===== config.mk =====
export PLATFORM = sky130hd
export DESIGN_NAME = intra_dc_predictor
export DESIGN_NICKNAME = d
export VERILOG_FILES = /design/src/sv/idp_pkg.sv /design/src/sv/idp_controller.sv /design/src/sv/idp_datapath.sv /design/src/sv/intra_dc_predictor.sv
export SDC_FILE = /design/constraint.sdc
export NUM_CORES = 2
export LEC_CHECK = 0
export ABC_AREA = 1
export BUFFER_PORTS_ARGS = -buffer_cell sky130_fd_sc_hd__clkbuf_2
export CORE_ASPECT_RATIO = 1.1
export CORE_UTILIZATION = 50
export DETAILED_ROUTE_END_ITERATION = 7
export PLACE_DENSITY_LB_ADDON = 0.08
export SKIP_LAST_GASP = 1
export SLEW_MARGIN = 30
export SYNTH_ARGS = -nofsm -noshare
export SYNTH_HDL_FRONTEND = slang
export SYNTH_HIERARCHICAL = 1
export SYNTH_SLANG_ARGS = --single-unit

===== constraint.sdc =====
create_clock -name clk -period 34.4 [get_ports clk]
set_input_delay 3.44 -clock clk [delete_from_list [all_inputs] [get_ports clk]]
set_output_delay 3.44 -clock clk [all_outputs]
set_load 0.005 [all_outputs]

===== src/sv/idp_pkg.sv =====
`timescale 1ns / 1ps

package idp_pkg;

  // Fixed sample and accumulator widths.
  localparam int SAMPLE_BITS   = 8;
  localparam int SUM_BITS      = 14;
  localparam int MAX_WIDTH_DEF = 32;

  // Register indexes on the configuration port (byte address bit 2).
  localparam logic REG_SIZE_LOG2   = 1'b0;
  localparam logic REG_EDGE_FILTER = 1'b1;

  // Sequencer states.
  typedef enum logic [1:0] {
    ST_COLLECT,
    ST_PREP,
    ST_ROWS
  } idp_state_t;

  // Commands from the controller to the datapath.
  typedef struct packed {
    logic take_word;
    logic prep;
    logic load_row;
  } idp_cmd_t;

  // Status from the datapath to the controller.
  typedef struct packed {
    logic final_word;
    logic last_row;
  } idp_status_t;

endpackage


===== src/sv/idp_controller.sv =====
`timescale 1ns / 1ps

module idp_controller
  import idp_pkg::*;
(
  input  logic        clk,
  input  logic        rst,
  input  logic        in_valid,
  output logic        in_stall,
  output logic        out_valid,
  input  logic        out_stall,
  input  idp_status_t status,
  output idp_cmd_t    cmd
);

  idp_state_t state;
  idp_state_t state_next;
  logic       load;

  // The output register can take a new row when it is empty or being drained.
  assign load = !out_valid || !out_stall;

  // State register and output valid flag.
  always_ff @(posedge clk) begin
    if (rst) begin
      state     <= ST_COLLECT;
      out_valid <= 1'b0;
    end else begin
      state <= state_next;
      if (cmd.load_row) begin
        out_valid <= 1'b1;
      end else if (!out_stall) begin
        out_valid <= 1'b0;
      end
    end
  end

  // Next state.
  always_comb begin
    state_next = state;
    unique case (state)
      ST_COLLECT: begin
        if (in_valid && status.final_word) begin
          state_next = ST_PREP;
        end
      end
      ST_PREP: begin
        state_next = ST_ROWS;
      end
      ST_ROWS: begin
        if (load && status.last_row) begin
          state_next = ST_COLLECT;
        end
      end
      default: begin
        state_next = ST_COLLECT;
      end
    endcase
  end

  // Commands and input stall.
  always_comb begin
    in_stall      = 1'b1;
    cmd.take_word = 1'b0;
    cmd.prep      = 1'b0;
    cmd.load_row  = 1'b0;
    unique case (state)
      ST_COLLECT: begin
        in_stall      = 1'b0;
        cmd.take_word = in_valid;
      end
      ST_PREP: begin
        cmd.prep = 1'b1;
      end
      ST_ROWS: begin
        cmd.load_row = load;
      end
      default: begin
        in_stall = 1'b1;
      end
    endcase
  end

endmodule


===== src/sv/idp_datapath.sv =====
`timescale 1ns / 1ps

module idp_datapath
  import idp_pkg::*;
#(
  parameter int MAX_WIDTH = MAX_WIDTH_DEF
) (
  input  logic                   clk,
  input  logic                   rst,
  input  idp_cmd_t               cmd,
  output idp_status_t            status,
  input  logic [2:0]             size_log2,
  input  logic                   edge_filter_on,
  input  logic [SAMPLE_BITS-1:0] top_even,
  input  logic [SAMPLE_BITS-1:0] top_odd,
  input  logic [SAMPLE_BITS-1:0] left_even,
  input  logic [SAMPLE_BITS-1:0] left_odd,
  output logic [63:0]            pixels_0_7,
  output logic [63:0]            pixels_8_15,
  output logic [63:0]            pixels_16_23,
  output logic [63:0]            pixels_24_31,
  output logic [4:0]             row_index,
  output logic                   last_row
);

  localparam int KW       = $clog2(MAX_WIDTH + 1);
  localparam int PW       = $clog2(MAX_WIDTH);
  localparam int LOG2_MAX = $clog2(MAX_WIDTH + 1) - 1;

  // Reference stores hold sample indexes 1..MAX_WIDTH at position index-1.
  logic [SAMPLE_BITS-1:0] top_store  [MAX_WIDTH];
  logic [SAMPLE_BITS-1:0] left_store [MAX_WIDTH];

  logic [SUM_BITS-1:0]    running_sum;
  logic [KW-1:0]          word_count;
  logic [PW-1:0]          row;
  logic [SAMPLE_BITS-1:0] dc;
  logic [9:0]             dc2;
  logic [9:0]             dc3;
  logic [2:0]             blk_sl;
  logic                   blk_filt;
  logic [255:0]           out_pix;

  logic [2:0]             sl_cur;
  logic [6:0]             w_cur;
  logic [6:0]             blk_w;
  logic [6:0]             idx_e;
  logic [6:0]             idx_o;
  logic                   we_e;
  logic                   we_o;
  logic [PW-1:0]          pos_e;
  logic [PW-1:0]          pos_o;
  logic [SUM_BITS-1:0]    add_e;
  logic [SUM_BITS-1:0]    add_o;
  logic [SUM_BITS-1:0]    sum_next;
  logic [SUM_BITS:0]      sum_w;
  logic [SAMPLE_BITS-1:0] dc_calc;
  logic [255:0]           row_pix;
  logic [9:0]             left_acc;

  // Effective block size: clamp to the supported range and to MAX_WIDTH.
  always_comb begin
    if (size_log2 < 3'd2) begin
      sl_cur = 3'd2;
    end else if (size_log2 > 3'd5) begin
      sl_cur = 3'd5;
    end else begin
      sl_cur = size_log2;
    end
    if (sl_cur > 3'(LOG2_MAX)) begin
      sl_cur = 3'(LOG2_MAX);
    end
  end

  assign w_cur = 7'd1 << sl_cur;
  assign blk_w = 7'd1 << blk_sl;

  // A word whose index reaches the width closes the block.
  assign status.final_word = 7'(word_count) >= w_cur;
  assign status.last_row   = ({1'b0, row} + (PW+1)'(1)) == (PW+1)'(blk_w);

  // Sample indexes carried by the current word.
  assign idx_e = 7'(word_count) << 1;
  assign idx_o = idx_e + 7'd1;
  assign pos_e = PW'(idx_e - 7'd1);
  assign pos_o = PW'(idx_o - 7'd1);
  assign we_e  = cmd.take_word && (idx_e >= 7'd1) && (idx_e <= 7'(MAX_WIDTH));
  assign we_o  = cmd.take_word && !status.final_word && (idx_o <= 7'(MAX_WIDTH));

  // Only indexes 1..width enter the sum; the closing word adds nothing.
  always_comb begin
    add_e = '0;
    add_o = '0;
    if (!status.final_word && (idx_e >= 7'd1) && (idx_e <= w_cur)) begin
      add_e = SUM_BITS'(top_even) + SUM_BITS'(left_even);
    end
    if (!status.final_word && (idx_o <= w_cur)) begin
      add_o = SUM_BITS'(top_odd) + SUM_BITS'(left_odd);
    end
  end

  assign sum_next = running_sum + add_e + add_o;

  // DC value from the finished sum with rounding.
  assign sum_w   = {1'b0, running_sum} + (SUM_BITS+1)'(w_cur);
  assign dc_calc = SAMPLE_BITS'(sum_w >> (sl_cur + 3'd1));

  // Accumulator, word counter and row counter.
  always_ff @(posedge clk) begin
    if (rst) begin
      running_sum <= '0;
      word_count  <= '0;
      row         <= '0;
    end else begin
      if (cmd.take_word) begin
        if (status.final_word) begin
          running_sum <= '0;
          word_count  <= '0;
        end else begin
          running_sum <= sum_next;
          word_count  <= word_count + KW'(1);
        end
      end
      if (cmd.prep) begin
        row <= '0;
      end else if (cmd.load_row) begin
        row <= row + PW'(1);
      end
    end
  end

  // Block parameters, DC terms and output row payload.
  always_ff @(posedge clk) begin
    if (cmd.take_word && status.final_word) begin
      dc       <= dc_calc;
      blk_sl   <= sl_cur;
      blk_filt <= edge_filter_on;
    end
    if (cmd.prep) begin
      dc2 <= (10'(dc) << 1) + 10'd2;
      dc3 <= 10'(dc) + (10'(dc) << 1) + 10'd2;
    end
    if (cmd.load_row) begin
      out_pix   <= row_pix;
      row_index <= 5'(row);
      last_row  <= status.last_row;
    end
  end

  // Reference sample stores.
  always_ff @(posedge clk) begin
    for (int i = 0; i < MAX_WIDTH; i++) begin
      if (we_e && (pos_e == PW'(i))) begin
        top_store[i]  <= top_even;
        left_store[i] <= left_even;
      end else if (we_o && (pos_o == PW'(i))) begin
        top_store[i]  <= top_odd;
        left_store[i] <= left_odd;
      end
    end
  end

  // Filtered first-column pixel for the current row.
  assign left_acc = 10'(left_store[row]) + dc3;

  // Pixels of the current row.
  for (genvar x = 0; x < 32; x++) begin : g_pix
    if (x < MAX_WIDTH) begin : g_used
      logic [9:0]             acc;
      logic [SAMPLE_BITS-1:0] p;
      always_comb begin
        if (x == 0) begin
          acc = 10'(top_store[0]) + 10'(left_store[0]) + dc2;
        end else begin
          acc = 10'(top_store[x]) + dc3;
        end
        if (7'(x) >= blk_w) begin
          p = '0;
        end else if (blk_filt && (row == '0)) begin
          p = acc[9:2];
        end else if (blk_filt && (x == 0)) begin
          p = left_acc[9:2];
        end else begin
          p = dc;
        end
      end
      assign row_pix[8*x +: 8] = p;
    end else begin : g_unused
      assign row_pix[8*x +: 8] = '0;
    end
  end

  assign pixels_0_7   = out_pix[63:0];
  assign pixels_8_15  = out_pix[127:64];
  assign pixels_16_23 = out_pix[191:128];
  assign pixels_24_31 = out_pix[255:192];

endmodule


===== src/sv/intra_dc_predictor.sv =====
`timescale 1ns / 1ps

// Channel   Handshake            Beat contents
// input     in_valid / in_stall  top_even, top_odd, left_even, left_odd
// output    out_valid/out_stall  pixels_0_7..pixels_24_31, row_index, last_row
// config    APB, pready high     size_log2 at 0x0, edge_filter_on at 0x4
//
// A block of width w takes w+1 input beats at one per cycle, one state to form
// the filter terms, then w row beats at one per cycle while out_stall is low.
// The input stalls from the closing beat until the last row sits in the output
// register, that is, while the row sequencer runs.
// Output stall holds the row register and pauses the row sequencer.
// Synchronous reset clears the sum, the word count and the sequencer; the
// sample stores are not cleared.

module intra_dc_predictor
  import idp_pkg::*;
#(
  parameter int MAX_WIDTH = MAX_WIDTH_DEF
) (
  input  logic                   clk,
  input  logic                   rst,
  input  logic                   psel,
  input  logic                   penable,
  input  logic                   pwrite,
  input  logic [2:0]             paddr,
  input  logic [31:0]            pwdata,
  output logic [31:0]            prdata,
  output logic                   pready,
  input  logic                   in_valid,
  output logic                   in_stall,
  input  logic [SAMPLE_BITS-1:0] top_even,
  input  logic [SAMPLE_BITS-1:0] top_odd,
  input  logic [SAMPLE_BITS-1:0] left_even,
  input  logic [SAMPLE_BITS-1:0] left_odd,
  output logic                   out_valid,
  input  logic                   out_stall,
  output logic [63:0]            pixels_0_7,
  output logic [63:0]            pixels_8_15,
  output logic [63:0]            pixels_16_23,
  output logic [63:0]            pixels_24_31,
  output logic [4:0]             row_index,
  output logic                   last_row
);

  logic [2:0]  size_log2;
  logic        edge_filter_on;
  logic        cfg_write;
  idp_cmd_t    cmd;
  idp_status_t status;

  assign pready    = 1'b1;
  assign cfg_write = psel && penable && pwrite && pready;

  // Configuration registers.
  always_ff @(posedge clk) begin
    if (rst) begin
      size_log2      <= 3'd2;
      edge_filter_on <= 1'b0;
    end else if (cfg_write) begin
      unique case (paddr[2])
        REG_SIZE_LOG2:   size_log2      <= pwdata[2:0];
        REG_EDGE_FILTER: edge_filter_on <= pwdata[0];
        default:         size_log2      <= size_log2;
      endcase
    end
  end

  // Register read-back.
  always_comb begin
    unique case (paddr[2])
      REG_SIZE_LOG2:   prdata = {29'd0, size_log2};
      REG_EDGE_FILTER: prdata = {31'd0, edge_filter_on};
      default:         prdata = '0;
    endcase
  end

  idp_controller u_ctrl (
    .clk       (clk),
    .rst       (rst),
    .in_valid  (in_valid),
    .in_stall  (in_stall),
    .out_valid (out_valid),
    .out_stall (out_stall),
    .status    (status),
    .cmd       (cmd)
  );

  idp_datapath #(
    .MAX_WIDTH (MAX_WIDTH)
  ) u_dp (
    .clk            (clk),
    .rst            (rst),
    .cmd            (cmd),
    .status         (status),
    .size_log2      (size_log2),
    .edge_filter_on (edge_filter_on),
    .top_even       (top_even),
    .top_odd        (top_odd),
    .left_even      (left_even),
    .left_odd       (left_odd),
    .pixels_0_7     (pixels_0_7),
    .pixels_8_15    (pixels_8_15),
    .pixels_16_23   (pixels_16_23),
    .pixels_24_31   (pixels_24_31),
    .row_index      (row_index),
    .last_row       (last_row)
  );

endmodule

# Word level (Yosys, flattened, before mapping)
# Memory sizes are Yosys's and may differ from the RTL's. A register that Yosys moved wholly into a read port is not among the register bits.
# Index checks and enable logic that the tools add are counted.
[word_totals] reg_bits=326 latchBits=0 mem_bits_rw=512 mem_bits_ro=0 input_bits=74 out_inout_bits=297 word_cells=879 n_memories=2
[classes] add_sub_neg=49 mul=0 div_mod_pow=0 magnitude_cmp=41 n_eq_ne=68 shifts=3 muxes=456 bitwise_logic=65 reduce_logical=149
[memory_table] memory="u_dp.left_store" depth=32 width=8 read_ports=2 rd_clocked_by_memory_dff=1 write_ports=2 line="idp_datapath.sv:32" source="logic [SAMPLE_BITS-1:0] left_store [MAX_WIDTH];"
[memory_table] memory="u_dp.top_store" depth=32 width=8 read_ports=32 rd_clocked_by_memory_dff=0 write_ports=2 line="idp_datapath.sv:31" source="logic [SAMPLE_BITS-1:0] top_store [MAX_WIDTH];"
[ops] op="8-bit two-way mux" count=157
[ops] op="8-bit OR reduction" count=60
[ops] op="8-bit by 10-bit adder with 10-bit output" count=32
[ops] op="5-bit two-way mux" count=62
[ops] op="1-bit two-way mux" count=226
[ops] op="5-bit equality test, second input constant" count=32
[ops] op="5-bit by 7-bit greater-or-equal comparator with 1-bit output, first input constant" count=16
[ops] op="5-bit by 4-bit equality test with 1-bit output, second input constant" count=16
[ops] op="1-bit logical AND" count=77
[ops] op="1-bit bitwise OR" count=64
[ops] op="32-bit case mux with 2 select lines" count=1
[ops] op="4-bit by 7-bit greater-or-equal comparator with 1-bit output, first input constant" count=8
[ops] op="14-bit two-way mux" count=3
[ops] op="5-bit by 3-bit equality test with 1-bit output, second input constant" count=8
[ops] op="14-bit adder" count=2
[ops] op="3-bit by 7-bit greater-or-equal comparator with 1-bit output, first input constant" count=4
[ops] op="8-bit by 8-bit adder with 9-bit output" count=3
[ops] op="5-bit by 2-bit equality test with 1-bit output, second input constant" count=4
[ops] op="14-bit by 7-bit adder with 15-bit output" count=1
[ops] op="5-bit zero test" count=3
[ops] op="15-bit by 3-bit right shift with 8-bit output" count=1
[ops] op="1-bit by 7-bit greater-or-equal comparator with 1-bit output, first input constant" count=2
[ops] op="2-bit by 7-bit greater-or-equal comparator with 1-bit output, first input constant" count=2
[ops] op="7-bit by 6-bit less-or-equal comparator with 1-bit output, second input constant" count=2
[ops] op="31 further kinds" count=45

# Longest topological paths before layout
[logic_depth] depth_word=32 mapped_depth=32 mapped_depth_nobuf=30

# By module
# Netlist, hierarchy kept.
[by_module_without_submodules] module="idp_datapath" instances=1 cells_each=4516 area_each_um2=45338.5 seq_area_each_um2=24773.8
[by_module_without_submodules] module="intra_dc_predictor" instances=1 cells_each=68 area_each_um2=459.2 seq_area_each_um2=80.1
[by_module_without_submodules] module="idp_controller" instances=1 cells_each=21 area_each_um2=145.1 seq_area_each_um2=60.1

# Least setup slack after synthesis
# OpenSTA, ideal clock, no wires.
[synth_timing] path_type="input to register" from="input out_stall" to="register with a tool-made name" setup_time_ns=0.137 t_arrival_ns=17.200 required_ns=34.263 path_slack_ns=17.064 cell_stages=5 path_buffers=1 cell_sequence="a21oi_1 > inv_1 > clkbuf_1 > o21ai_0 > a21oi_1"
[synth_lines] element="from (decl)" line="intra_dc_predictor.sv:37" source="input logic out_stall,"

# Final worst setup path
[layout_timing] from="input paddr[2]" to="output prdata[0]"
[layout_between] elab_chain_cells=2
[layout_lines] element="from (decl)" line="intra_dc_predictor.sv:26" source="input logic [2:0] paddr,"
[layout_lines] element="1-bit NOT (no line)"
[layout_lines] element="32-bit case mux with 2 select lines (*)" line="intra_dc_predictor.sv:71" source="unique case (paddr[2])"
[layout_lines] element="to (decl)" line="intra_dc_predictor.sv:28" source="output logic [31:0] prdata,"
# Every way passes the cells marked *; elsewhere a longest branch is shown, timed or not. The select of a mux whose other input is x is not followed.

==> results.json <==
{
  "synth_top_area_frac": 0.526,
  "die-width_um": 291,
  "via_per_inst": 5.75,
  "hold_viol_final": 0,
  "criticalPathCategory": "in2out",
  "synth_ff_type": "edfxtp_1",
  "synthTopCellsByCount": "edfxtp_1, nand2_1, a21oi_1, nor2_1, inv_1",
  "post_cts_buffers": 0,
  "power_mw": 2.63,
  "startpoint": "paddr[2]",
  "num_vias": 35000,
  "grt-ovfl-total": 0,
  "p_per_area_nw_per_um2": 51.5,
  "dpl_cell_area_um2": 48200,
  "endpoint_kind": "primary output",
  "syn_to_final_growth_pct": 10.9,
  "dp.cells": 5912,
  "dp_hpwl_um": 88100,
  "drc_errors": 0,
  "fin_nets": 5222,
  "intPower_mw": 1.83,
  "power_switching_mw": 0.795,
  "cts-resized-gates": 0,
  "rsz0062_at_grt": "false",
  "grt_pass1_wl_um": 206000,
  "antenna_found_initial": 3,
  "final-setup-viol-count": 0,
  "syn_area_per_cell_um2": 9.98,
  "fin_setup_tns_ns": 0,
  "status": "finished clean",
  "cts_max_level": 3,
  "maxCapViolCount": 0,
  "routabilityCongestion": 0.884,
  "drt_iter0_drc": 3253,
  "wl_met3_um": 9440,
  "comb_power_share": 0.198,
  "clk_pin_slew_ns": 0.06,
  "ys_warn_count": 6,
  "first_global_vias": 32400,
  "cts_sinks": 842,
  "min_from": "edge_filter_on",
  "final_layout_size_suffix_gt1_frac": 0.155,
  "yosys.area.top_type": "edfxtp_1",
  "grt_usage": 0.298,
  "synth-edff-count": 805,
  "async_reset_ff_frac": 0,
  "register_area_um2": 24900,
  "instances_no_fill": 6078,
  "fillers": 7910,
  "hold_slack_ns": 0.478,
  "wire_per_inst_um": 23.0,
  "synthTopCellsByArea": "edfxtp_1, ha_1, nand2_1, a21oi_1, o21ai_1",
  "min_period_over_period": 0.214,
  "grt_max_degree": 168,
  "cp_data_required_time_ns": 30.96,
  "peakVddDrop_mv": 0.0370,
  "min_path_type": "reg2reg",
  "clkPwrFrac": 0.345,
  "dieHeight_um": 320,
  "cts_tree": "done",
  "fmax_mhz": 136,
  "syn_area_um2": 45900,
  "rows": 116,
  "met1Wirelength_um": 57600,
  "dr.pass1.iters": 6,
  "pre_cts_ws_ns": 26.24,
  "synth_cell_types": 72,
  "core_area_um2": 91000,
  "ys_seq_area_frac": 0.542,
  "wirelength_um": 140000,
  "fin_worst_skew_ns": 0.0263,
  "min_period_ns": 7.35,
  "tightest_slew_ns": 1.03,
  "maxSlewViolCount": 0,
  "portBuffers": 309,
  "netlist_instances": 4605,
  "dieArea_um2": 93100,
  "ant_nets": 0,
  "postLayoutCellArea_um2": 51000,
  "multi_input_area_um2": 18300,
  "dr_wl_met2_um": 67500,
  "power_frac_seq": 0.456,
  "numCtsBuffers": 89,
  "startpoint_type": "primary input",
  "slew_headroom": 0.314,
  "setup_ws_ns": 27.05,
  "root_buffer": "clkbuf_16",
  "start_util": 0.505,
  "ys_seq_elements": 842,
  "yosysMostFrequentCell": "edfxtp_1",
  "worstPathArrival_ns": 3.91,
  "cts_hold_buffers": 0,
  "utilization": 0.560,
  "cellLeakagePower_nw": 20.5,
  "clk_latency_ns": 0.68,
  "power.share.switching": 0.303,
  "top_layer_used": "met5",
  "clockBufferDepth": 3,
  "rr_startpoint": "size_log2[2]",
  "crit_fanout": 8,
  "io_pins": 371
}
## cell families (layout without fill, tap and decap cells)
| logic type | count (synthesis) | in the layout | share of synthesized area |
|---|---|---|---|
| AO/OA/AOI/OAI | 1280 | 1280 | 0.154 |
| buffers and inverters | 659 | 921 | 0.0628 |
| adder cells (fa/ha/maj) | 325 | 325 | 0.0921 |
| XOR/XNOR | 49 | 49 | 0.00934 |
| AND/OR/NAND/NOR | 1448 | 1448 | 0.140 |
| other | 2 | 33 | 0.000163 |
| flip-flops | 842 | 842 | 0.542 |
## power by group through the flow
stage	Clock [mW]	Combinational (mW)	Sequential (mW)
3_3_place_gp	0	0.506	1.22
2_1_floorplan	0	0.352	1.22
5_1_grt	0.959	0.578	1.20
6_report	0.907	0.521	1.20
4_1_cts	0.921	0.518	1.20
3_5_place_dp	0	0.515	1.22
## routing by layer
metal  vias to the layer above  track usage
met5                         -            0
met4                         2        0.113
met3                       279       0.0418
met2                      1340        0.501
met1                     16700        0.391
li1                      16600            -
## critical path: stages
cell      delay (ns)
clkbuf_2        0.16
inv_2           0.09
nand2_1         0.06
nand2_1         0.06
clkbuf_2        0.10
## final timing paths
path	end	slack, ns	depth (start not counted)
setup / recovery	prdata[0]	27.05	5
hold reg to reg	u_dp/blk_filt	0.48	0
setup reg to reg	u_dp/running_sum[13]	28.40	29
hold / removal	u_dp/blk_filt	0.48	0
## layout make-up
type | count | share of cell area
inverters | 372 | 0.0277
diodes | 3 | 0.000147
clock buffers | 113 | 0.0455
flip-flops and latches | 842 | 0.489
multi-input cells | 3132 | 0.359
well taps | 1180 | 0.0290
repair buffers | 386 | 0.0424
clock inverters | 50 | 0.00732
## placed cells by master (no fill, tap or decap), types with 30 or more instances in the layout
cell type	count
nand2_2	77
dfxtp_1	35
buf_4	72
clkbuf_16	89
a21oi_1	516
nand2_1	744
nand3_1	166
nor2_1	324
o221ai_1	44
a21oi_2	37
conb_1	30
o21ai_1	297
clkbuf_2	307
inv_2	49
o21ai_0	274
xor2_1	37
edfxtp_1	805
inv_1	319
ha_1	303
## flip-flops by register name, summed over array words and instances (netlist names), 3 cells and up, named ones only
signal,cells
u_dp/dc3,10
u_dp/out_pix,256
u_dp/left_store,256
u_dp/top_store,256
u_dp/dc,8
u_dp/row_index,5
size_log2,3
u_dp/word_count,6
u_dp/dc2,9
u_dp/row,5
u_dp/running_sum,14
u_dp/blk_sl,3
Power figures use the tool's default switching activity.
